**src/hw/rtl/plst_pkg.sv**
```systemverilog
// plst_pkg: shared types and codes for the positional list store.
// Holds operation codes, status codes, field widths and the per-cell control struct.
// No dependencies.
package plst_pkg;

    localparam int DATA_W  = 32;
    localparam int MODE_W  = 3;
    localparam int POS_W   = 7;
    localparam int STAT_W  = 2;
    localparam int COUNT_W = 7;

    localparam int DEPTH_DEFAULT = 64;

    // Operation codes carried on the mode field
    localparam logic [MODE_W-1:0] MODE_INSERT   = 3'd0;
    localparam logic [MODE_W-1:0] MODE_REMOVE   = 3'd1;
    localparam logic [MODE_W-1:0] MODE_RETRIEVE = 3'd2;
    localparam logic [MODE_W-1:0] MODE_REPLACE  = 3'd3;
    localparam logic [MODE_W-1:0] MODE_CLEAR    = 3'd4;

    // Result status codes
    localparam logic [STAT_W-1:0] ST_OK    = 2'd0;
    localparam logic [STAT_W-1:0] ST_UNDER = 2'd1;
    localparam logic [STAT_W-1:0] ST_OVER  = 2'd2;

    // What one cell does in the current cycle; at most one member is set
    typedef struct packed {
        logic load;       // take the broadcast value
        logic shift_up;   // take the entry of the cell below
        logic shift_down; // take the entry of the cell above
    } t_cell_ctl;

endpackage

```
**src/hw/rtl/plst_cell.sv**
```systemverilog
// plst_cell: one entry of the list chain.
// Loads the broadcast value or takes a neighbor's entry; depends on plst_pkg.
module plst_cell (
    input  logic                        i_clk,
    input  plst_pkg::t_cell_ctl         i_ctl,
    input  logic [plst_pkg::DATA_W-1:0] i_value,
    input  logic [plst_pkg::DATA_W-1:0] i_lower,
    input  logic [plst_pkg::DATA_W-1:0] i_upper,
    output logic [plst_pkg::DATA_W-1:0] o_data
);
    import plst_pkg::*;

    logic [DATA_W-1:0] r_data;
    logic [DATA_W-1:0] n_data;

    always_comb begin
        n_data = r_data;
        if (i_ctl.load) begin
            n_data = i_value;
        end else if (i_ctl.shift_up) begin
            n_data = i_lower;
        end else if (i_ctl.shift_down) begin
            n_data = i_upper;
        end
    end

    // payload only, no reset
    always_ff @(posedge i_clk) begin
        r_data <= n_data;
    end

    assign o_data = r_data;

endmodule

```
**config.mk**
```make
export PLATFORM = sky130hd
export DESIGN_NAME = plst_cell
export DESIGN_NICKNAME = d
export VERILOG_FILES = /design/src/hw/rtl/plst_pkg.sv /design/src/hw/rtl/plst_cell.sv
export SDC_FILE = /design/constraint.sdc
export NUM_CORES = 1
export LEC_CHECK = 0
export BUFFER_PORTS_ARGS = -buffer_cell sky130_fd_sc_hd__buf_4
export CAP_MARGIN = 10
export CORE_UTILIZATION = 36
export DETAILED_ROUTE_END_ITERATION = 6
export GPL_TIMING_DRIVEN = 0
export PLACE_DENSITY = 0.85
export SLEW_MARGIN = 20
export SYNTH_ARGS = -nofsm -noshare
export SYNTH_HDL_FRONTEND = slang
export SYNTH_SLANG_ARGS = --single-unit
```
**constraint.sdc**
```tcl
create_clock -name i_clk -period 5.18 [get_ports i_clk]
set_input_delay 1.036 -clock i_clk [delete_from_list [all_inputs] [get_ports i_clk]]
set_output_delay 1.036 -clock i_clk [all_outputs]
set_load 0.005 [all_outputs]
```
**Word level (Yosys, flattened, before mapping)**

Cells that the tools add are included.

- Word-level logic and storage cells: 5
- Memories kept: 0
- Bits in read-only memories: 0
- Register bits: 32
- Bits in writable memories: 0
- Bits in latches: 0

- Bitwise gates (word level): 0
- Shift-type cells: 0
- Add/sub/neg operators: 0
- Muxes and demuxes: 3
- $lt $le $gt $ge: 0
- Reduce and logical (&&, ||, !) cells: 1
- Multiply operators: 0
- Div/mod/pow operators: 0
- Equal/unequal tests: 0

Operators by type and width:

| cell | number |
|---|---|
| $mux W32 | 3 |
| $reduce_bool A3 Y1 | 1 |

**Depth between registers and ports, before layout**

- Word-level depth: 3
- Gate-level depth with buffers: 4

**Least setup slack after synthesis**

No wires, ideal clock.

- Path kind: input to register
- Start: input port i_ctl[1] in the netlist's numbering
- End: register r_data[0] (netlist: o_data[0]), enable pin
- Setup slack: 2835 ps
- Data arrival time: 1931 ps
- Stages on the path: 2
- Cells stage by stage: buf_6 > or3_1

- Longest elaborated chain between the ends: 1

Ends and longest elaborated chain:

| element | RTL line | text |
|---|---|---|
| start: declaration | plst_cell.sv:5 | `input plst_pkg::t_cell_ctl i_ctl,` |
| $reduce_bool A3 Y1 (no source line) | -- |  |
| end signal: assignment | plst_cell.sv:29 | `r_data <= n_data;` |
| end: declaration | plst_cell.sv:13 | `logic [DATA_W-1:0] r_data;` |

Every way passes these cells.
A chain may end at the register's enable or synchronous reset.

**Worst setup path after layout**

- Start: input port i_ctl[2] in the netlist's numbering
- End: register r_data[7] (netlist: o_data[7]), enable pin

Same word-level chain as after synthesis.

==> results.md <==
- Outcome: finished, final reports clean
- First-pass GRT wire length: 7245 um
- Crit path from: i_ctl[2]
- Core box area: 0.004414 mm^2
- Max H-tree Level: 2
- Post-DRT Antenna Nets: 0
- CP startpoint kind: primary input
- CP arrival: 2.03 ns
- CP required: 5.09 ns
- Overall routing resource usage: 0.1910
- Leak: 1.377 nW
- EDFF count, synth: 32
- Mapped Area: 0.001673 mm^2
- Initial Utilization: 0.3790
- Tcrit/Tclk final: 0.4084
- Psw: 0.0001559 W
- VDD IR max: 0.1798 mV
- Vias: 1584
- CTS Hold Buffers Added: 0
- Slew Limit Headroom: 0.5076
- Area of the multi-input gates: 608.1 um^2
- Layout area overhead: 68.21%
- Cts bufs inserted: 5
- Synthesized net count: 240
- WP buf/inv: 1
- CTS root buf: clkbuf_8
- Number of global-route vias before repair: 1629
- Synth area leaders: edfxtp_1 57%, mux2i_1 19%, o21ai_1 9.0%
- Max FFs per register: 32
- Filler Cells Inserted: 355
- Hold path startpoint: i_value[31]
- Async SR Flop Fraction: 0
- Yosys cell types: 10
- Worst setup EP type: flip-flop
- Reg clk slew, reported paths: 0.07 ns
- Crit path kind: in2reg
- Vias/cell: 4.815
- Crit-path max cell delay: 0.81 ns
- IO Count: 132
- CTS tree: yes
- Overflow after GRT: 0
- Post-DP HPWL: 3411 um
- Pwr per Cell Area: 256.1 mW/mm^2
- Hold Path Class: in2reg
- Sequential area share after synthesis: 0.5744
- Worst-path cell chain: buf_2, or3_2
- Setup Buffers After CTS: 0
- # port buffers: 129
- Die footprint: 0.004923 mm^2
- Tot Pwr: 0.0007207 W
- Dominant cell type by area after synthesis: edfxtp_1
- Post-synth top flop: edfxtp_1
- Clk buf depth: 2
- Clock power frac: 0.319
- Cells after Synth: 140
- Drt first pass iters: 4
- Kind of cell adding the most delay to the critical path: simple AND/OR/NAND/NOR gates
- DRC Markers: 0
- Sink Count: 32
- Placer Congestion: 0.7012
- Ys Warns: 0
- Die W: 70.17 um
- FF/Latch Area: 960.9 um^2
- Largest net degree at the start of global routing: 33
- Least-Margin Pin Slew: 0.7386 ns
- Switching share of power: 0.2163
- Share of the synthesized area in the top cell type: 0.5744
- Initial antenna violation count: 0
- Sequential share of power: 0.454
- Internal power: 0.0005648 W
- Slew Viols, Final: 0
- Max Cap Violations: 0
- Combinational power share: 0.227
- Final Critical Period: 2.116 ns
- RSZ-0062 raised after global routing: false
- Seq cells post-synth: 32
- Mean area per synthesized cell: 11.95 um^2
- Crit-path max FO: 32
- Ant diodes: 0
- Die Ht: 70.17 um
- Commonest cells in the netlist: 32 x edfxtp_1, 32 x mux2i_1, 32 x nand2_1, 30 x o21ai_1, 6 x buf_2
- Final wirelength: 4466 um
- Endpoints failing setup: 0
- Final TNS setup: 0 ns
- Hold Fails Final Rpt: 0
- WL per Instance: 13.57 um
- Num rows: 24
- Post-CTS sizing: 0
- Final nets: 376
- Fmax: 0.4727 GHz
- CP max-delay cell: or3_2
- Initial detailed-routing violation count: 83
- Proportion of layout cells with a drive suffix above 1: 0.5271
[layout make-up]
type / instances / share of cell area
clock inverters: 3 / 0.01334
clock buffers: 5 / 0.02446
flip-flops and latches: 32 / 0.3415
plain buffers: 11 / 0.03735
repair buffers: 129 / 0.3442
well taps: 52 / 0.02312
multi-input cells: 97 / 0.2161
[stage by stage]
step	setup WS [ns]	cell area (um^2)	hold slack [ns]	util	std cells
after floorplan	2.835	1673	1.227	-	140
after global placement	2.469	2706	1.317	0.6131	321
after detailed placement	2.750	2708	1.326	0.6134	321
after CTS	3.050	2814	1.022	0.6375	329
after global routing	3.007	2814	1.027	0.6375	329
final	3.064	2814	1.035	0.6375	329
[placed cells by master, fill, tap and decap left out, drive strengths merged]
master	synthesis	routed
buf	10	139
mux2i	32	32
nand2	32	32
edfxtp	32	32
o21ai	32	32
clkbuf	1	6
clkinv	0	2
or3	1	1
bufinv	0	1
[worst paths after layout]
check | to | slack [ns] | depth (start not counted)
setup / recovery | o_data[7]$_DFFE_PP_ | 3.06 | 2
hold / removal | o_data[31]$_DFFE_PP_ | 1.03 | 3
[cells by family (layout without fill, tap and decap cells)]
family / Yosys count / in the layout / synth area share
flip-flops: 32 / 32 / 0.5744
buffers and inverters: 11 / 148 / 0.06283
AO/OA/AOI/OAI: 32 / 32 / 0.09573
multiplexers: 32 / 32 / 0.1915
AND/OR/NAND/NOR: 33 / 33 / 0.07555
[power by group through the flow]
stage / logic, W / clock network, W / registers, W
2_1_floorplan: 0.0000499 / 0 / 0.000337
3_3_place_gp: 0.000162 / 0 / 0.000331
3_5_place_dp: 0.000165 / 0 / 0.000333
4_1_cts: 0.000165 / 0.000239 / 0.000328
5_1_grt: 0.000178 / 0.000251 / 0.000330
6_report: 0.000163 / 0.000230 / 0.000327
[per-layer routing]
layer | global-route usage | share of wire | up-vias
met2 | 0.3397 | 0.51 | 87
met1 | 0.1998 | 0.37 | 708
met5 | 0 | 0 | -
met4 | 0.09111 | 0.028 | 0
met3 | 0.06638 | 0.089 | 10
li1 | - | - | 779
(Power assumes the default switching activity.)
